$ cat src/rtl/assert_macros.svh
// Assertion helper macros shared by the RTL of the color ramp unit.
// Simulation gets the checks; synthesis sees empty bodies.
`ifndef ASSERT_MACROS_SVH
`define ASSERT_MACROS_SVH
`ifndef SYNTHESIS
`define CLC_ASSERT(lbl, prop, msg) \
  lbl: assert property (@(posedge clk_i) disable iff (!rst_ni) prop) else $error(msg);
`define CLC_ASSERT_ALWAYS(lbl, prop, msg) \
  lbl: assert property (@(posedge clk_i) prop) else $error(msg);
`else
`define CLC_ASSERT(lbl, prop, msg)
`define CLC_ASSERT_ALWAYS(lbl, prop, msg)
`endif
`endif

$ cat src/rtl/clc_pkg.sv
// Shared types and constants of the piecewise linear color ramp unit.
// Used by the stop cells, the interpolator and the top level.
`default_nettype none
package clc_pkg;
  localparam int unsigned POS_W           = 16;
  localparam int unsigned COL_W           = 16;
  localparam int unsigned NUM_CH          = 4;
  localparam int unsigned IDX_W           = 3;
  localparam int unsigned CNT_REG_W       = 4;
  localparam int unsigned MAX_STOPS_DEF   = 8;
  localparam int unsigned FRAC_BITS_DEF   = 16;
  localparam int unsigned IN_TDATA_W      = 88;
  localparam int unsigned OUT_TDATA_W     = 64;
  localparam int unsigned APB_ADDR_W      = 3;
  localparam logic [APB_ADDR_W-1:0] ADDR_STOPS_IN_USE = 3'd0;
  localparam logic KIND_SAMPLE = 1'b0;
  localparam logic KIND_WRITE  = 1'b1;

  typedef logic [NUM_CH-1:0][COL_W-1:0] rgba_t;

  typedef struct packed {
    logic [POS_W-1:0] pos;
    rgba_t            col;
  } stop_t;

  // Sample token that walks down the cell chain.
  typedef struct packed {
    logic             valid;
    logic             found;
    logic             interp;
    logic             clamp_hi;
    logic [POS_W-1:0] t;
    logic [POS_W-1:0] lo_pos;
    logic [POS_W-1:0] hi_pos;
    rgba_t            lo_col;
    rgba_t            hi_col;
  } tok_t;
endpackage
`default_nettype wire

$ cat src/rtl/clc_lerp.sv
// Interpolator: serial weight divider, channel multiply, blend and output register.
// Depends on clc_pkg.
`default_nettype none
module clc_lerp #(
  parameter int unsigned FRAC_BITS = clc_pkg::FRAC_BITS_DEF
) (
  input  wire logic          clk_i,
  input  wire logic          rst_ni,
  input  wire clc_pkg::tok_t tok_i,
  output logic               done_o,
  output logic               out_valid_o,
  input  wire logic          out_ready_i,
  output clc_pkg::rgba_t     out_col_o
);
  localparam int unsigned W_W   = FRAC_BITS + 1;
  localparam int unsigned CW    = $clog2(FRAC_BITS + 1);
  localparam int unsigned P_W   = clc_pkg::COL_W + W_W;
  localparam int unsigned POS_W = clc_pkg::POS_W;
  localparam int unsigned COL_W = clc_pkg::COL_W;

  typedef enum logic [4:0] {
    S_IDLE = 5'b00001,
    S_DIV  = 5'b00010,
    S_MUL  = 5'b00100,
    S_SUM  = 5'b01000,
    S_HOLD = 5'b10000
  } state_e;

  state_e state_q, state_d;
  logic [CW-1:0]    cnt_q, cnt_d;
  logic [POS_W:0]   rem_q, rem_d;
  logic [POS_W-1:0] den_q, den_d;
  logic [W_W-1:0]   w_q, w_d;
  clc_pkg::rgba_t   lo_q, lo_d, hi_q, hi_d, res_q, res_d;
  logic [clc_pkg::NUM_CH-1:0][P_W-1:0] prod_q, prod_d;
  logic [clc_pkg::NUM_CH-1:0] neg_q, neg_d;
  logic             out_valid_q;
  clc_pkg::rgba_t   out_col_q;
  logic             ge;
  logic [POS_W:0]   rem_sub;
  logic             load_out;

  assign ge       = (rem_q >= {1'b0, den_q});
  assign rem_sub  = ge ? (rem_q - {1'b0, den_q}) : rem_q;
  assign load_out = (state_q == S_HOLD) && (!out_valid_q || out_ready_i);

  always_comb begin
    state_d = state_q;
    cnt_d   = cnt_q;
    rem_d   = rem_q;
    den_d   = den_q;
    w_d     = w_q;
    lo_d    = lo_q;
    hi_d    = hi_q;
    res_d   = res_q;
    prod_d  = prod_q;
    neg_d   = neg_q;
    case (state_q)
      S_IDLE: begin
        if (tok_i.valid) begin
          lo_d = tok_i.lo_col;
          hi_d = tok_i.hi_col;
          if (tok_i.interp) begin
            rem_d   = {1'b0, tok_i.t - tok_i.lo_pos};
            den_d   = tok_i.hi_pos - tok_i.lo_pos;
            w_d     = '0;
            cnt_d   = '0;
            state_d = S_DIV;
          end else begin
            res_d   = tok_i.lo_col;
            state_d = S_HOLD;
          end
        end
      end
      S_DIV: begin
        // One quotient bit per cycle, most significant first.
        w_d   = {w_q[W_W-2:0], ge};
        rem_d = {rem_sub[POS_W-1:0], 1'b0};
        cnt_d = cnt_q + 1'b1;
        if (cnt_q == CW'(FRAC_BITS)) begin
          state_d = S_MUL;
        end
      end
      S_MUL: begin
        for (int c = 0; c < clc_pkg::NUM_CH; c++) begin
          neg_d[c]  = hi_q[c] < lo_q[c];
          prod_d[c] = P_W'(neg_d[c] ? (lo_q[c] - hi_q[c]) : (hi_q[c] - lo_q[c])) *
                      P_W'(w_q);
        end
        state_d = S_SUM;
      end
      S_SUM: begin
        for (int c = 0; c < clc_pkg::NUM_CH; c++) begin
          res_d[c] = neg_q[c] ? (lo_q[c] - prod_q[c][FRAC_BITS +: COL_W])
                              : (lo_q[c] + prod_q[c][FRAC_BITS +: COL_W]);
        end
        state_d = S_HOLD;
      end
      S_HOLD: begin
        if (load_out) begin
          state_d = S_IDLE;
        end
      end
      default: state_d = S_IDLE;
    endcase
  end

  always_ff @(posedge clk_i or negedge rst_ni) begin
    if (!rst_ni) begin
      state_q     <= S_IDLE;
      out_valid_q <= 1'b0;
    end else begin
      state_q <= state_d;
      if (load_out) begin
        out_valid_q <= 1'b1;
      end else if (out_ready_i) begin
        out_valid_q <= 1'b0;
      end
    end
  end

  always_ff @(posedge clk_i) begin
    cnt_q  <= cnt_d;
    rem_q  <= rem_d;
    den_q  <= den_d;
    w_q    <= w_d;
    lo_q   <= lo_d;
    hi_q   <= hi_d;
    res_q  <= res_d;
    prod_q <= prod_d;
    neg_q  <= neg_d;
    if (load_out) begin
      out_col_q <= res_q;
    end
  end

  assign done_o      = load_out;
  assign out_valid_o = out_valid_q;
  assign out_col_o   = out_col_q;
endmodule
`default_nettype wire

$ cat config.mk
export PLATFORM = sky130hd
export DESIGN_NAME = clc_lerp
export DESIGN_NICKNAME = d
export VERILOG_FILES = /design/src/rtl/assert_macros.svh /design/src/rtl/clc_pkg.sv /design/src/rtl/clc_lerp.sv
export SDC_FILE = /design/constraint.sdc
export NUM_CORES = 2
export LEC_CHECK = 0
export BUFFER_PORTS_ARGS = -buffer_cell sky130_fd_sc_hd__buf_2
export CAP_MARGIN = 20
export CORE_ASPECT_RATIO = 2
export CORE_MARGIN = 1.5
export CORE_UTILIZATION = 31
export DETAILED_ROUTE_END_ITERATION = 8
export HOLD_SLACK_MARGIN = 0.08
export SLEW_MARGIN = 10
export SYNTH_ARGS = -nofsm -noshare
export SYNTH_HDL_FRONTEND = slang
export SYNTH_SLANG_ARGS = --single-unit
$ cat constraint.sdc
create_clock -name clk_i -period 10.29 [get_ports clk_i]
set_input_delay 0.5145 -clock clk_i [delete_from_list [all_inputs] [get_ports clk_i]]
set_output_delay 0.5145 -clock clk_i [all_outputs]
set_load 0.03 [all_outputs]
Word level (Yosys, flattened, before mapping). Index checks and enable logic that the tools add are counted.

Add/subtract/negate cells: 20. Multiply operators: 4. Order comparisons: 5. Equal/unequal tests: 11. Mux-type cells: 28. Reductions and logical operators: 11.

Operators with widths (count): $sub 16x16->17 (8); $mul 33x17->32 (4); $mux 33 (4); $mux 64 (2); $pmux 64 s2 (1); $sub 16x16->16 (7); $mux 16 (5); $mux 17 (4); $pmux 17 s2 (2); $add 16x16->16 (4); $lt 16x16->1 (4); $mux 5 (6); $pmux 5 s5 (1); $ge 17x16->1 (1); $reduce_and 3->1 (4); $eq 5x5->1 const B (2); $ne 2x2->1 const B (5); $pmux 5 s2 (1); $reduce_bool 2->1 (3); $add 5x1->5 const B (1); $eq 5x1->1 const B (1); $eq 5x2->1 const B (1); $eq 5x3->1 const B (1); $eq 5x4->1 const B (1); other kinds (5) (6).

Register bits after elaboration: 449. Output and inout bits: 66. Logic and storage cells: 106.

Longest topological paths before layout.
Depth after elaboration: 5. Gate-level depth with buffers: 38. Depth with buffers taken out: 36.

Worst setup path after synthesis. OpenSTA, ideal clock, no wires.

Path kind: reg-to-reg. From: register lo_q[41] (netlist name). To: register prod_q[97] (netlist name), data pin. Data arrival time: 8655 ps. Setup slack: 1366 ps. Stages on the path, launching flop included: 36. Clock period less this slack: 8924 ps. Path through: edfxtp_1 inv_1 ha_1 buf_2 a2111oi_2 o31ai_1 a31oi_2 a21oi_1 or3_4 inv_4 mux2i_1 and2_0 buf_2 buf_2 nand4_1 o211a_1 fa_1 inv_1 fa_1 fa_1 fa_1 fa_1 inv_1 fa_1 inv_1 ha_1 a21o_1 a21o_1 a21o_1 a21o_1 or3_1 o211ai_1 a21boi_1 o21a_1 o41ai_1 xor3_1.

Longest elaborated chain between the ends: 3. Elaborated cells between the ends (all ways): 5.

Ends and longest elaborated chain: start, declared (RTL line clc_lerp.sv:34) `clc_pkg::rgba_t lo_q, lo_d, hi_q, hi_d, res_q, res_d;`; start signal, assigned (RTL line clc_lerp.sv:127) `lo_q <= lo_d;`; $sub 16x16->17 / $lt 16x16->1 (equally long branches) (RTL line clc_lerp.sv:87, clc_lerp.sv:86); $mux 33 * (RTL line clc_lerp.sv:87) `prod_d[c] = P_W'(neg_d[c] ? (lo_q[c] - hi_q[c]) : (hi_q[c] - lo_q[c])) *`; $mul 33x17->32 * (RTL line clc_lerp.sv:87); end signal, assigned (RTL line clc_lerp.sv:130) `prod_q <= prod_d;`; end, declared (RTL line clc_lerp.sv:35) `logic [clc_pkg::NUM_CH-1:0][P_W-1:0] prod_q, prod_d;`.

Mark *: on every way between the ends. The rest lies on a longest branch, timed or not. A chain may end at the register's enable or synchronous reset.

Worst setup path in the final report.
From: register lo_q[49] (netlist name). To: register prod_q[130] (netlist name), data pin.

Same word-level chain as after synthesis.

==> out/results.md <==
| Step | Parameter | Value |
|:---|:---|:---|
| run status | Result of the run | finished clean |
| sta | Minimum clock period after layout | 9.91 ns |
| worst setup path | Cell with the largest stage delay on the worst path | sky130_fd_sc_hd__xnor2_1 |
| placed design | Number of port buffers | 246 |
| logic synthesis | Distinct cell type count of the synthesized netlist | 107 |
| die | Number of primary I/O pins | 249 |
| route | Total detailed-routing wirelength | 198 mm |
| logic synthesis | Number of nets produced by synthesis | 8804 |
| logic synthesis | Most frequently used flop master after synthesis | sky130_fd_sc_hd__edfxtp_1 |
| worst setup path | Worst-case register-to-register setup slack | 0.38 ns |
| worst setup path | Endpoint type of the worst setup path | flip-flop |
| sta | Fmax achieved | 0.101 GHz |
| cts | Number of clock sinks | 385 |
| global route | Antenna violations before repair | 18 |
| cts | Clock latency at the later pin of the worst-skew pair | 0.71 ns |
| layout | Final Util | 34.8% |
| route | Post-route DRC violation count | 0 |
| worst setup path | Required time at the worst-slack endpoint | 10.72 ns |
| die | Die area | 0.215 sq mm |
| logic synthesis | Syn. warnings | 0 |
| layout | Relative area change from synthesis to final layout | 11.9% |
| sta | Final hold violation count | 0 |
| worst setup path | Arrival time at the worst endpoint | 10.34 ns |
| route | TritonRoute pass-1 iters | 8 |
| worst setup path | Critical path launch point type | flip-flop |
| die | Overall die width | 329 microns |
| layout | Final Instance Area | 0.0736 sq mm |
| logic synthesis | Post-synth EDFFs | 379 |
| cts | Total CTS buffers | 46 |
| cts | Post-CTS setup buffer count | 0 |
| global route | Global-route wire length before repair | 305 mm |
| worst setup path | Worst path most repeated cell | sky130_fd_sc_hd__fa_1 |
| layout | Most frequent standard cell in the layout excluding fill and tap cells | sky130_fd_sc_hd__inv_1 |
| placed design | Final HPWL from detailed placement | 158 mm |
| layout | Final-stage net count | 9089 |
| route | DRC marker count from the first detailed-route iteration | 2438 |
| logic synthesis | Async S/R FF share, synth | 1.56% |
| sta | Worst-case setup margin in the final layout | 0.380 ns |
| layout | Ratio of cells with drive above 1 in the final layout | 7.91% |
| layout | Top library cells by usage in the layout, fill and taps aside | 1459 x sky130_fd_sc_hd__inv_1, 1135 x sky130_fd_sc_hd__fa_1, 832 x sky130_fd_sc_hd__nand2_1 |
| logic synthesis | Share of the yosys chip area belonging to registers | 17.5% |
| worst setup path | Stage delay of the slowest cell on the critical path | 0.87 ns |
| route | Total via count in the routed design | 49.9k |
| logic synthesis | Flip-flop and latch count after synthesis | 385 |
| worst setup path | Crit path kind | flip-flop to flip-flop |
| placed design | Worst slack after detailed placement | 0.171 ns |
| placed design | Post-place instance area | 0.0707 sq mm |
| sta | Worst max-slew margin expressed relative to the limit | 26.8% |
| global route | Via count of the first global-routing pass | 54.7k |
| layout | Fill cell total of the finished layout | 21.3k |
| sta | Fin crit share | 96.3% |
| sta | Setup skew after layout | 0.0584 ns |
| cts | Level count of the clock H-tree | 2 |
| logic synthesis | Cells after Synth | 6986 |
| cts | Clock tree from TritonCTS | done |
| logic synthesis | Post-Synthesis Cell Area | 0.0658 sq mm |
| global route | Largest net degree at the start of global routing | 120 |
| sta | Worst hold slack after final layout | 0.0840 ns |
| cts | Maximum buffer depth of the clock tree | 3 |
| placed design | Global placer's final weighted congestion | 0.936 |
| flow run | Max_cap viols | 0 |
| hold path | Type of the tightest min-delay check | primary input to flip-flop |
| die | Starting Density | 31.1% |
| sta | Max-slew violation count | 0 |
| cts | Clock-pin slew on the worst setup and hold paths | 0.06 ns |
| global route | Total grt overflow | 0 |
| sta | Number of setup violations in the final report | 0 |
| sta | RSZ-0062 raised after global routing | yes |
| die | Number of placement rows | 239 |
| cts | Root Buffer Master | sky130_fd_sc_hd__clkbuf_16 |
| route | DRT antenna net count | 0 |
| route | Wire length per cell | 19.7 microns |
| die | Vertical die dimension | 654 microns |
| die | Core Area | 0.211 sq mm |
| worst setup path | Crit-path max FO | 12 |
| route | Via count normalized by instance count | 4.95 |
| sta | Slew @ Worst Pin | 1.10 ns |
| logic synthesis | Average size of a mapped cell | 9.41 sq um |
| global route | All-Layer GR Usage | 18.6% |
final cells by class:
type	instances	area (sq um)	area share [%]
diodes	12	30.0	0.0408
clock inverters	23	293	0.398
inverters	1467	5520	7.50
clock buffers	58	1230	1.67
well taps	2771	3470	4.71
repair buffers	532	3760	5.12
multi-input cells	4839	47700	64.9
flip-flops and latches	385	11500	15.7
final timing paths:
check | cells past startpoint | from | endpoint
worst max register to register | 31 | lo_q[49]$_DFFE_PP_ | prod_q[130]$_DFFE_PN_
worst min-delay path | 1 | tok_i[61] | hi_q[61]$_DFFE_PP_
max in group asynchronous | 2 | rst_ni | state_q[0]$_DFFE_PN1P_
min in group asynchronous | 2 | rst_ni | out_valid_o$_DFFE_PN0P_
worst min register to register | 0 | res_q[41]$_DFFE_PP_ | out_col_o[41]$_DFFE_PP_
worst max-delay path | 31 | lo_q[49]$_DFFE_PP_ | prod_q[130]$_DFFE_PN_
critical path: cells and delay by family, from the launching register on:
family,cells,cell delay [ns]
xor+xnor,2,1.13
compound gates,8,2.51
simple gates,5,0.90
flops,1,0.56
buf+inv,7,1.01
mux,1,0.14
fa+ha+maj,8,3.40
per-stage QoR:
| step | setup TNS [ns] | std cells |
|---|---|---|
| global placement | 0 | 9874 |
| CTS | 0 | 10100 |
| floorplan | 0 | 6986 |
| finish | 0 | 10100 |
| global route | -0.0164 | 10100 |
| detailed placement | 0 | 9874 |
sequential cells by signal, summed over array words and instances, names as in the netlist, 5 cells and up:
name / flops
cnt_q: 5
den_q: 16
hi_q: 64
lo_q: 64
out_col_o: 64
prod_q: 64
rem_q: 17
res_q: 64
state_q: 5
w_q: 17
kinds of logic (layout without fill, tap and decap cells):
logic type	Yosys count	count (layout)	share of synthesized area, %
AND/OR/NAND/NOR	2036	2037	14.9
buffers and inverters	1763	2080	10.3
adder cells (fa/ha/maj)	1635	1635	44.1
AO/OA/AOI/OAI	822	822	8.43
flip-flops	385	385	17.5
XOR/XNOR	298	298	4.09
multiplexers	47	47	0.750
other	0	12	0
per-layer routing:
| metal | wire length [microns] | up-vias | global-route usage, % | share of wire, % |
|---|---|---|---|---|
| li1 | - | 22500 | - | - |
| met1 | 65900 | 25300 | 18.3 | 33 |
| met2 | 109000 | 1544 | 36.2 | 55 |
| met3 | 8370 | 639 | 1.97 | 4.2 |
| met4 | 14600 | 12 | 12.1 | 7.4 |
| met5 | 85 | - | 0 | 0.043 |
cell usage after synthesis, types with 54 or more instances:
| library cell | count | share of area, % |
|---|---|---|
| sky130_fd_sc_hd__inv_1 | 1460 | 8.3 |
| sky130_fd_sc_hd__fa_1 | 1135 | 35 |
| sky130_fd_sc_hd__nand2_1 | 832 | 4.7 |
| sky130_fd_sc_hd__ha_1 | 500 | 9.5 |
| sky130_fd_sc_hd__and2_1 | 406 | 3.9 |
| sky130_fd_sc_hd__edfxtp_1 | 379 | 17 |
| sky130_fd_sc_hd__nor2_1 | 322 | 1.8 |
| sky130_fd_sc_hd__clkbuf_1 | 218 | 1.2 |
| sky130_fd_sc_hd__xnor2_1 | 216 | 2.9 |
| sky130_fd_sc_hd__a21oi_1 | 204 | 1.6 |
| sky130_fd_sc_hd__o21ai_0 | 174 | 1.3 |
| sky130_fd_sc_hd__nor3_1 | 100 | 0.76 |
| sky130_fd_sc_hd__nand3_1 | 83 | 0.63 |
| sky130_fd_sc_hd__a21o_1 | 78 | 0.89 |
| sky130_fd_sc_hd__xor2_1 | 74 | 0.99 |
| sky130_fd_sc_hd__nor2b_1 | 58 | 0.55 |
| sky130_fd_sc_hd__buf_2 | 56 | 0.43 |
| sky130_fd_sc_hd__nand2b_1 | 54 | 0.51 |
repair_timing:
item | 4_1_cts | 5_1_grt
endpoints found under the hold margin | 125 | 0
hold buffers | 119 | 0
endpoints found under the setup margin | 0 | 7
resized for setup | 0 | 24
Power is not shown: default switching activity piles up to over one toggle a cycle in this logic, so the estimate is an artifact.
