## config.mk

```make
export PLATFORM = sky130hd
export DESIGN_NAME = clc_cell
export DESIGN_NICKNAME = d
export VERILOG_FILES = /design/src/rtl/assert_macros.svh /design/src/rtl/clc_pkg.sv /design/src/rtl/clc_cell.sv
export SDC_FILE = /design/constraint.sdc
export NUM_CORES = 1
export LEC_CHECK = 0
export BUFFER_PORTS_ARGS = -buffer_cell sky130_fd_sc_hd__buf_2
export CAP_MARGIN = 30
export CORE_AREA = 2 2 241 243
export CTS_BUF_LIST = sky130_fd_sc_hd__clkbuf_8 sky130_fd_sc_hd__clkbuf_16
export DETAILED_ROUTE_END_ITERATION = 12
export DIE_AREA = 0 0 243 245
export MAX_ROUTING_LAYER = met4
export SETUP_SLACK_MARGIN = 0.5
export SYNTH_ARGS = -nofsm -noshare
export SYNTH_HDL_FRONTEND = slang
export SYNTH_SLANG_ARGS = --single-unit
```

## constraint.sdc

```tcl
create_clock -name clk_i -period 2.9 [get_ports clk_i]
set_input_delay 0.87 -clock clk_i [delete_from_list [all_inputs] [get_ports clk_i]]
set_output_delay 0.87 -clock clk_i [all_outputs]
set_load 0.05 [all_outputs]
```

## src/rtl/assert_macros.svh

```systemverilog
// Assertion helper macros shared by the RTL of the color ramp unit.
// Simulation gets the checks; synthesis sees empty bodies.
`ifndef ASSERT_MACROS_SVH
`define ASSERT_MACROS_SVH
`ifndef SYNTHESIS
`define CLC_ASSERT(lbl, prop, msg) \
  lbl: assert property (@(posedge clk_i) disable iff (!rst_ni) prop) else $error(msg);
`define CLC_ASSERT_ALWAYS(lbl, prop, msg) \
  lbl: assert property (@(posedge clk_i) prop) else $error(msg);
`else
`define CLC_ASSERT(lbl, prop, msg)
`define CLC_ASSERT_ALWAYS(lbl, prop, msg)
`endif
`endif

```

## src/rtl/clc_pkg.sv

```systemverilog
// Shared types and constants of the piecewise linear color ramp unit.
// Used by the stop cells, the interpolator and the top level.
`default_nettype none
package clc_pkg;
  localparam int unsigned POS_W           = 16;
  localparam int unsigned COL_W           = 16;
  localparam int unsigned NUM_CH          = 4;
  localparam int unsigned IDX_W           = 3;
  localparam int unsigned CNT_REG_W       = 4;
  localparam int unsigned MAX_STOPS_DEF   = 8;
  localparam int unsigned FRAC_BITS_DEF   = 16;
  localparam int unsigned IN_TDATA_W      = 88;
  localparam int unsigned OUT_TDATA_W     = 64;
  localparam int unsigned APB_ADDR_W      = 3;
  localparam logic [APB_ADDR_W-1:0] ADDR_STOPS_IN_USE = 3'd0;
  localparam logic KIND_SAMPLE = 1'b0;
  localparam logic KIND_WRITE  = 1'b1;

  typedef logic [NUM_CH-1:0][COL_W-1:0] rgba_t;

  typedef struct packed {
    logic [POS_W-1:0] pos;
    rgba_t            col;
  } stop_t;

  // Sample token that walks down the cell chain.
  typedef struct packed {
    logic             valid;
    logic             found;
    logic             interp;
    logic             clamp_hi;
    logic [POS_W-1:0] t;
    logic [POS_W-1:0] lo_pos;
    logic [POS_W-1:0] hi_pos;
    rgba_t            lo_col;
    rgba_t            hi_col;
  } tok_t;
endpackage
`default_nettype wire

```

## src/rtl/clc_cell.sv

```systemverilog
// One color stop cell: stores one stop and registers the passing sample token.
// Depends on clc_pkg.
`default_nettype none
module clc_cell #(
  parameter int unsigned CELL_IDX = 0,
  parameter int unsigned NW       = 4
) (
  input  wire logic           clk_i,
  input  wire logic           rst_ni,
  input  wire logic           wr_en_i,
  input  wire clc_pkg::stop_t wr_stop_i,
  input  wire logic [NW-1:0]  n_i,
  input  wire logic [clc_pkg::POS_W-1:0] last_pos_i,
  input  wire clc_pkg::stop_t prev_stop_i,
  input  wire clc_pkg::tok_t  tok_i,
  output clc_pkg::stop_t      stop_o,
  output clc_pkg::tok_t       tok_o
);
  localparam logic IS_FIRST = (CELL_IDX == 0);
  localparam logic [NW-1:0] NEXT_IDX = NW'(CELL_IDX + 1);

  clc_pkg::stop_t stop_q;
  clc_pkg::tok_t  tok_d, tok_q;
  logic           valid_q;
  logic           is_last;

  always_ff @(posedge clk_i) begin
    if (wr_en_i) begin
      stop_q <= wr_stop_i;
    end
  end

  assign is_last = (n_i == NEXT_IDX);

  always_comb begin
    tok_d = tok_i;
    if (tok_i.valid && !tok_i.found) begin
      if (IS_FIRST) begin
        if (n_i == '0) begin
          tok_d.found  = 1'b1;
          tok_d.interp = 1'b0;
          tok_d.lo_col = '0;
        end else if (tok_i.t <= stop_q.pos) begin
          tok_d.found  = 1'b1;
          tok_d.interp = 1'b0;
          tok_d.lo_col = stop_q.col;
        end else if (tok_i.t >= last_pos_i) begin
          tok_d.clamp_hi = 1'b1;
        end
      end
      // At or above the last stop: the last cell hands out its own color.
      if (!tok_d.found && tok_d.clamp_hi && is_last) begin
        tok_d.found  = 1'b1;
        tok_d.interp = 1'b0;
        tok_d.lo_col = stop_q.col;
      end else if (!tok_d.found && !tok_d.clamp_hi && !IS_FIRST &&
                   (tok_i.t <= stop_q.pos || is_last)) begin
        tok_d.found  = 1'b1;
        tok_d.interp = 1'b1;
        tok_d.lo_pos = prev_stop_i.pos;
        tok_d.lo_col = prev_stop_i.col;
        tok_d.hi_pos = stop_q.pos;
        tok_d.hi_col = stop_q.col;
      end
    end
  end

  always_ff @(posedge clk_i or negedge rst_ni) begin
    if (!rst_ni) begin
      valid_q <= 1'b0;
    end else begin
      valid_q <= tok_d.valid;
    end
  end

  always_ff @(posedge clk_i) begin
    tok_q <= tok_d;
  end

  always_comb begin
    tok_o       = tok_q;
    tok_o.valid = valid_q;
  end

  assign stop_o = stop_q;
endmodule
`default_nettype wire

```

# Yosys cells after proc, flatten, opt, wreduce, memory -nomap -nowiden
# Index checks and enable logic that the tools add are counted.
# op_classes
order_cmp,2
eq_ne,1
mux,12
reduce_logical,6
# op_table
cell,count
$mux W64,4
$ge A16 B16 Y1,1
$le A16 B16 Y1,1
$mux W2,3
$mux W3,2
$eq A4 B1 Y1 const B,1
$logic_not A4 Y1,1
$logic_and A1 B1 Y1,3
$mux W1,3
$logic_not A1 Y1,2
# totals
reg_bits,260
input_bits,363
out_inout_bits,260
elab_cells,41

# Longest topological paths before layout
# Gate-level depths: netlist (run 1).
# depth
word_depth,10
mapped_depth,11
mapped_depth_nobuf,9

# Worst setup path before layout (run 1)
# No wires, ideal clock.
# synth_path
path_kind,input to register
startpoint,input port tok_i[161] in the netlist's numbering
endpoint,"register tok_q, in the netlist tok_o[100]"
setup_ns,0.122
t_arrival_ns,2.817
required_time_ns,2.778
path_slack_ns,-0.039
path_stages,10
path_buffers,2
cell_sequence,ha_1 -> nor2b_1 -> o211ai_1 -> a2111o_1 -> a31o_2 -> nor3b_1 -> buf_6 -> buf_6 -> a22o_1 -> a221o_1
# synth_rtl
element,line_no,text
from (decl),clc_cell.sv:15,"input wire clc_pkg::tok_t tok_i,"
to (signal assigned),clc_cell.sv:77,tok_q <= tok_d;
to (decl),clc_cell.sv:23,"clc_pkg::tok_t tok_d, tok_q;"

==> impl_metrics.toml, run 1 <==
[synthesis]
synth_top_family_by_area = "compound AO/OA/AOI/OAI gates"
synth_mux_area_share_pct = 0
syn_nets = 940
syn_area_sq_um = 8290
synth_xor_area_share_pct = 0
synth-compound-area-share_pct = 16.6
avgSynthCellArea_sq_um = 15.2
seq_area_frac_synth_pct = 72.5
yosys.area_share.adder_pct = 4.83
yosysUniqueCellTypes = 36
async_flop_share_pct = 0.385
ys_ff_latch = 260
yosys_warnings = 0
synth-edff-count = 80
synth_simple_gate_area_share_pct = 2.41
syn_inst = 545
yosys_most_used_dff = "dfxtp_1"

[grt]
grt_pass1_wl_um = 50500
grt_pass1_vias = 7336
overflow = 0
antenna_found_initial = 19
grt_use_total_pct = 12.1
grt_start_max_net_pins = 46

[sta]
worst_pin_slew_ns = 0.606
slew_viol_final = 0
max-slew-margin-rel_pct = 59.6
final.setup.tns_ns = 0
fin_crit_sh_pct = 92.6
finalHoldViolations = 0
finalSetupViolCount = 0
clock_skew_ns = 0.0248
fin_crit_ns = 2.69
rsz0062_at_grt = "true"
fmax_ghz = 0.372

[worst_setup_path]
crit_path_start_kind = "input pin"
worst-setup-path-type = "in -> reg"
worstPathArrival_ns = 3.12
ff2ff_path_depth = 10
path_max_fanout = 35
critical_path.endpoint_type = "flip-flop"
setup.worst_path.start = "tok_i[161]"
worstReg2RegStart = "stop_o[65]"
r2r-end = "tok_o[105]"
rrSetupSlack_ns = 0.25
cp_data_required_time_ns = 3.34

[routing]
drt_iter0_markers = 327
drtPass1Iterations = 4
wl_per_cell_um = 19.8
wirelength_um = 38600
viasPerCell = 3.79
ant_nets = 0
routed-via-count = 7372
drcViolationCount = 0

[job]
drv_cap = 0

[clock_tree]
cts_root_buffer = "clkbuf_16"
tritoncts = "built"
clock_latency_ns = 0.57
cts.htree.levels = 1
cts_buffer_depth = 3
clock_sinks = 260
numCtsBuffers = 31
clk_pin_slew_ns = 0.06

[place]
hpwl_um = 28800
placed_area_sq_um = 12100
port_buffers = 542
gp_congestion = 0.880

[power_and_ir_drop]
power_density_nw_per_um2 = 743
clkPwrFrac_pct = 36.1
intPower_mw = 6.94
pwr-share-comb_pct = 23.2
vdd_drop_max_mv = 0.506
p_seq_share_pct = 40.7
swShare_pct = 32.7
p_leak_nw = 6.33
p_switching_mw = 3.37
totalPowerFinal_mw = 10.3

[finish]
syn2layout_area_growth_pct = 67.4
multi_input_area_sq_um = 2270
final_common_cell = "buf_2"
layout_common_cells = "538 x buf_2, 179 x dfxtp_1, 80 x edfxtp_1"
post-route-cell-area_sq_um = 13900
register_area_sq_um = 6010
final_util_pct = 24.3
nFillCells = 6137
drive_above_1_share_pct = 58.4
fin_nets = 1539

[floorplan]
die_x_um = 243
rows = 88
die_h_um = 245
pin_count = 623
core_area_sq_um = 57000
die-area_sq_um = 59500
initial_core_util_pct = 14.5

[min_path]
hold_class = "in -> async"

[status]
outcome = "finished, final reports clean"
state kept, by name (all words and copies together), names as in the netlist:
register  count
stop_o       80
tok_o       179
valid_q       1
what timing repair did:
action / 4_1_cts / 5_1_grt
cloned: 5 / 6
setup endpoints to repair: 66 / 66
buffers inserted: 12 / 5
pin swaps: 15 / 36
hold buffers: 0 / 0
resized for setup: 31 / 36
worst max-delay path, cell delays in order:
cell	delay (ns)
buf_2	0.14
ha_4	0.26
nor2b_1	0.12
o211ai_1	0.15
a2111o_1	0.42
a31o_4	0.25
nor3b_4	0.18
buf_12	0.16
a22o_1	0.21
a221o_1	0.30
power groups by stage:
stage                     Combinational (mW)  Sequential [mW]  Clock [mW]
final                                   2.39             4.19        3.73
after global routing                    2.51             4.23        4.01
after CTS                               2.30             4.20        3.85
after detailed placement                2.17             4.27           0
after global placement                  2.15             4.26           0
after floorplan                        0.363             5.29           0
per-stage QoR:
step                      hold slack, ns  setup WS, ns  std cells
final                             0.0631         0.215       1946
after CTS                        0.00979         0.261       1922
after detailed placement           0.514        -0.468       1848
after global placement             0.503        -0.490       1848
after floorplan                    0.574       0.00540        545
after global routing              0.0140         0.167       1946
cell families after synthesis:
logic type | Yosys count
AO/OA/AOI/OAI | 156
adder cells (fa/ha/maj) | 32
AND/OR/NAND/NOR | 33
buffers and inverters | 64
flip-flops | 260
how the worst max path moves through the flow:
| stage | to | slack [ns] |
|---|---|---|
| 3_5_place_dp | tok_o[83] | -0.47 |
| 5_1_grt | tok_o[105] | 0.17 |
| 3_3_place_gp | tok_o[83] | -0.49 |
| 4_1_cts | tok_o[105] | 0.26 |
| 2_1_floorplan | tok_o[100] | 0.005 |
| 6_report | tok_o[105] | 0.21 |
synthesized netlist by cell type (4+ instances only):
cell type	n	area, sq um
o21ai_1	4	20.0
buf_2	5	25.0
nand4_1	7	43.8
clkbuf_1	16	60.1
a22o_1	64	561
dfxtp_1	179	3580
nand2_1	7	26.3
a21oi_1	12	60.1
a221o_1	64	641
edfxtp_1	80	2400
buf_6	7	78.8
inv_1	35	131
ha_1	32	400
area by class of cell:
| cell class | instances | share of cell area [%] |
|---|---|---|
| clock inverters | 19 | 0.757 |
| well taps | 765 | 6.90 |
| multi-input cells | 221 | 16.4 |
| diodes | 13 | 0.234 |
| inverters | 35 | 0.947 |
| flip-flops and latches | 260 | 43.3 |
| clock buffers | 38 | 6.36 |
| repair buffers | 595 | 25.1 |
metal layers:
metal,share of wire (%),GRT usage [%]
met5,0,-
met4,2.8,3.77
met3,9.3,4.55
met2,45,18.8
met1,43,14.4
Note: power is estimated with default switching activity, not from simulation.
==> inputs of run 2 (changes only) <==
--- a/config.mk
+++ b/config.mk
@@ -7,10 +7,10 @@
 export LEC_CHECK = 0
 export BUFFER_PORTS_ARGS = -buffer_cell sky130_fd_sc_hd__buf_2
 export CAP_MARGIN = 30
-export CORE_AREA = 2 2 241 243
+export CORE_AREA = 2 2 240 242
 export CTS_BUF_LIST = sky130_fd_sc_hd__clkbuf_8 sky130_fd_sc_hd__clkbuf_16
 export DETAILED_ROUTE_END_ITERATION = 12
-export DIE_AREA = 0 0 243 245
+export DIE_AREA = 0 0 242 244
 export MAX_ROUTING_LAYER = met4
 export SETUP_SLACK_MARGIN = 0.5
 export SYNTH_ARGS = -nofsm -noshare
==> constraint.sdc (replaced) <==
create_clock -name clk_i -period 3.3 [get_ports clk_i]
set_input_delay 0.99 -clock clk_i [delete_from_list [all_inputs] [get_ports clk_i]]
set_output_delay 0.99 -clock clk_i [all_outputs]
set_load 0.05 [all_outputs]
==> impl_metrics.toml, run 2 (same netlist as run 1, synthesis figures left out) <==
[status]
outcome = "finished, final reports clean"

[worst_setup_path]
crit_top_cell = "buf_12"
cp_data_required_time_ns = 3.74
rrSetupSlack_ns = 0.58
worstPathArrival_ns = 3.23
slowest_stage = "a2111o_1"
critical_path.endpoint_type = "flip-flop"
cp_cell_sequence = "buf_2 > ha_4 > nor2b_4 > o211ai_1 > a2111o_1 > a31o_4 > nor3b_4 > buf_12 > buf_12 > a22o_1 > a221o_1"
path_max_fanout = 9
worst-setup-path-type = "in -> reg"
cpLargestDelayFamily = "compound AO/OA/AOI/OAI gates"
crit_path_start_kind = "input pin"
worstPathBufferInverterCount = 3
cp_slowest_stage_delay_ns = 0.40

[grt]
antenna_found_initial = 21
gr-usage-met1_pct = 14.4
grt_pass1_vias = 7473
grt_use_total_pct = 11.9
grt_start_max_net_pins = 81
grt.busiest_layer = "met2"
overflow = 0
grt_pass1_wl_um = 50200
grt.met2_usage_pct = 19.0
grt_use_met3_pct = 3.53

[floorplan]
die_h_um = 244
rows = 87
core_area_sq_um = 56200
die-area_sq_um = 59000
pin_count = 623
die_x_um = 242
initial_core_util_pct = 14.8

[sta]
max-slew-margin-rel_pct = 62.5
finalSetupViolCount = 0
finalHoldViolations = 0
whs_ns = 0.193
fin_crit_sh_pct = 84.4
fin_crit_ns = 2.79
fmax_ghz = 0.359
slew_viol_final = 0
clock_skew_ns = 0.0203
worst_pin_slew_ns = 0.562
rsz0062_at_grt = "true"

[routing]
routed-via-count = 7191
drcViolationCount = 0
drtPass1Iterations = 4
ant_nets = 0
wirelength_um = 36400
wl_per_cell_um = 18.9
drt_iter0_markers = 221
viasPerCell = 3.74

[clock_tree]
cts_buffer_depth = 3
clock_latency_ns = 0.57
numCtsBuffers = 30
clk_pin_slew_ns = 0.06
tritoncts = "built"
cts.htree.levels = 1
cts_root_buffer = "clkbuf_16"
hold_buffers = 0
clock_sinks = 260

[finish]
fin_nets = 1522
largest_register_ffs = 179
stdcell_count = 1925
final_common_cell = "buf_2"
syn2layout_area_growth_pct = 60.7
drive_above_1_share_pct = 55.6
layout_common_cells = "541 x buf_2, 179 x dfxtp_1, 80 x edfxtp_1"
nFillCells = 6062

[power_and_ir_drop]
power_density_nw_per_um2 = 664
vdd_drop_max_mv = 0.408
p_leak_nw = 6.14

[min_path]
hold_class = "in -> async"

[place]
gp_congestion = 0.902
dpl.cell_count = 1847
port_buffers = 542
hpwl_um = 29100

[job]
drv_cap = 0
==> run 2: layout make-up <==
type	instances	area, sq um	share of cell area, %
clock buffer	34	817	6.13
sequential	260	6010	45.1
inverter	35	131	0.986
antenna	18	45.0	0.338
clock inverter	22	145	1.09
multi-input combinational	221	2090	15.7
tap	756	946	7.10
timing repair buffer	579	3140	23.6
==> run 2: repair_timing <==
action | CTS | global route
pin swaps | 3 | 2
resized for setup | 4 | 11
endpoints found under the setup margin | 50 | 42
gates cloned | 0 | 1
setup buffers | 1 | 2
==> run 2: layer usage <==
layer  wire [um]  part of all wire (%)  vias up
met3        3050                   8.4       54
met1       15300                    42     3461
li1            -                     -     3309
met2       17000                    47      367
met4        1090                   3.0        0
met5           0                     0        -
==> run 2: per-stage QoR <==
stage / setup TNS, ns / worst slack [ns] / cell area, sq um / utilization (%) / total power, mW
2_1_floorplan: 0 / 0.285 / 8320 / - / 4.97
3_3_place_gp: -8.77 / -0.171 / 12200 / 21.7 / 5.67
3_5_place_dp: -7.67 / -0.168 / 12200 / 21.7 / 5.69
4_1_cts: 0 / 0.517 / 13200 / 23.5 / 8.99
5_1_grt: 0 / 0.464 / 13300 / 23.7 / 9.22
6_report: 0 / 0.514 / 13300 / 23.7 / 8.85
==> run 2: power by group <==
part	total [mW]	leakage (nW)	switching [mW]	internal, mW
sequential	3.70	2.31	0.130	3.57
combinational	1.93	3.34	1.38	0.543
clock	3.22	0.491	1.38	1.84
total	8.85	6.14	2.89	5.96
==> run 2: final timing paths <==
check / start / endpoint / cells past startpoint
max: tok_i[161] / tok_o[123] / 11
min: rst_ni / valid_q / 1
max reg2reg: stop_o[71] / tok_o[123] / 10
min reg2reg: stop_o[58] / tok_o[122] / 1
max in group asynchronous: rst_ni / valid_q / 1
min in group clk_i: stop_o[58] / tok_o[122] / 1
==> inputs of run 3 (changes only) <==
--- a/config.mk
+++ b/config.mk
@@ -7,10 +7,10 @@
 export LEC_CHECK = 0
 export BUFFER_PORTS_ARGS = -buffer_cell sky130_fd_sc_hd__buf_2
 export CAP_MARGIN = 30
-export CORE_AREA = 2 2 240 242
+export CORE_AREA = 2 2 241 243
 export CTS_BUF_LIST = sky130_fd_sc_hd__clkbuf_8 sky130_fd_sc_hd__clkbuf_16
 export DETAILED_ROUTE_END_ITERATION = 12
-export DIE_AREA = 0 0 242 244
+export DIE_AREA = 0 0 243 245
 export MAX_ROUTING_LAYER = met4
 export SETUP_SLACK_MARGIN = 0.5
 export SYNTH_ARGS = -nofsm -noshare
==> constraint.sdc (replaced) <==
create_clock -name clk_i -period 2.7 [get_ports clk_i]
set_input_delay 0.81 -clock clk_i [delete_from_list [all_inputs] [get_ports clk_i]]
set_output_delay 0.81 -clock clk_i [all_outputs]
set_load 0.05 [all_outputs]
==> impl_metrics.toml, run 3 (same netlist as run 1, synthesis figures left out) <==
[worst_setup_path]
crit_path_start_kind = "flip-flop"
cp_data_required_time_ns = 3.17
r2r-end = "tok_o[100]"
ff2ff_path_depth = 10
rrSetupSlack_ns = 0.16
path_max_fanout = 35
worstPathArrival_ns = 3.01
worst-setup-path-type = "reg -> reg"
worstReg2RegStart = "stop_o[65]"
critical_path.endpoint_type = "flip-flop"

[floorplan]
pin_count = 623
die_h_um = 245
rows = 88
core_area_sq_um = 57000
die_x_um = 243
die-area_sq_um = 59500
initial_core_util_pct = 14.5

[grt]
overflow = 0
grt_start_max_net_pins = 46
grt_pass1_vias = 7346
grt_pass1_wl_um = 49700
grt_use_total_pct = 11.8
antenna_found_initial = 21

[status]
outcome = "finished, final reports clean"

[sta]
max-slew-margin-rel_pct = 68.0
worst_pin_slew_ns = 0.476
clock_skew_ns = 0.0115
rsz0062_at_grt = "true"
finalHoldViolations = 0
fin_ws_ns = 0.160
fin_crit_sh_pct = 94.1
fin_crit_ns = 2.54
fmax_ghz = 0.394
finalSetupViolCount = 0
slew_viol_final = 0

[power_and_ir_drop]
totalPowerFinal_mw = 10.8
p_leak_nw = 6.22
power_density_nw_per_um2 = 797
vdd_drop_max_mv = 0.454

[finish]
fin_nets = 1527
drive_above_1_share_pct = 56.4
final_common_cell = "buf_2"
layout_common_cells = "540 x buf_2, 179 x dfxtp_1, 80 x edfxtp_1"
nFillCells = 6179
syn2layout_area_growth_pct = 63.1
largest_register_ffs = 179

[min_path]
min-delay-start = "tok_i[132]"
hold_class = "in -> reg"
holdPathEnd = "tok_o[132]"
worstHoldPathCells = 1

[clock_tree]
cts.htree.levels = 1
cts_buffer_depth = 3
cts_root_buffer = "clkbuf_16"
clock_latency_ns = 0.59
tritoncts = "built"
clock_sinks = 260
numCtsBuffers = 30
clk_pin_slew_ns = 0.06

[place]
post-place-ws_ns = -0.695
port_buffers = 542
gp_congestion = 0.881
hpwl_um = 28900

[routing]
wl_per_cell_um = 19.2
drt_iter0_markers = 330
drcViolationCount = 0
viasPerCell = 3.73
ant_nets = 0
routed-via-count = 7225
drtPass1Iterations = 4
wirelength_um = 37300

[job]
drv_cap = 0
-- run 3: power by group --
group	leakage, nW	switching, mW	internal (mW)
clock network	0.498	1.66	2.13
registers	2.31	0.140	4.36
logic	3.41	1.75	0.736
-- run 3: area by class of cell --
class	instances	area (sq um)	area share [%]
flip-flops and latches	260	6010	44.5
repair buffers	584	3310	24.5
multi-input cells	221	2130	15.8
clock inverters	22	130	0.963
clock buffers	33	803	5.94
well taps	765	957	7.08
diodes	18	45.0	0.333
inverters	35	131	0.972
-- run 3: critical path, stage by stage (launching register included) --
cell	delay (ns)
edfxtp_1	0.35
inv_2	0.05
ha_4	0.26
nor2b_4	0.12
o211ai_1	0.12
a2111o_1	0.40
a31o_4	0.26
nor3b_4	0.18
buf_12	0.17
a22o_1	0.21
a221o_1	0.27
-- run 3: worst max path at each step --
stage,from,depth (start not counted),end
after CTS,stop_o[65],11,tok_o[89]
after global routing,stop_o[65],11,tok_o[123]
after floorplan,tok_i[161],10,tok_o[100]
after global placement,tok_i[173],11,tok_o[83]
final,stop_o[65],10,tok_o[100]
after detailed placement,tok_i[173],11,tok_o[82]
-- run 3: routing by layer --
metal	GRT usage [%]	wire length, um
met4	4.33	1330
met1	13.9	15000
met5	-	0
met2	18.2	16900
met3	4.72	3940
-- run 3: stage by stage --
| stage | utilization (%) | TNS (ns) | area (sq um) | hold WS, ns | instances |
|---|---|---|---|---|---|
| 2_1_floorplan | - | -8.11 | 8320 | 0.514 | 545 |
| 3_3_place_gp | 21.3 | -41.57 | 12100 | 0.502 | 1846 |
| 3_5_place_dp | 21.3 | -41.80 | 12100 | 0.514 | 1846 |
| 4_1_cts | 23.3 | 0 | 13300 | 0.266 | 1913 |
| 5_1_grt | 23.7 | 0 | 13500 | 0.273 | 1937 |
| 6_report | 23.7 | 0 | 13500 | 0.318 | 1938 |
-- run 3: timing repair --
action | CTS | global route
hold endpoints to repair | 1 | 0
gates cloned | 2 | 5
resized for setup | 23 | 10
hold buffers | 1 | 0
setup endpoints to repair | 67 | 69
setup buffers | 9 | 2
pin swaps | 1 | 5
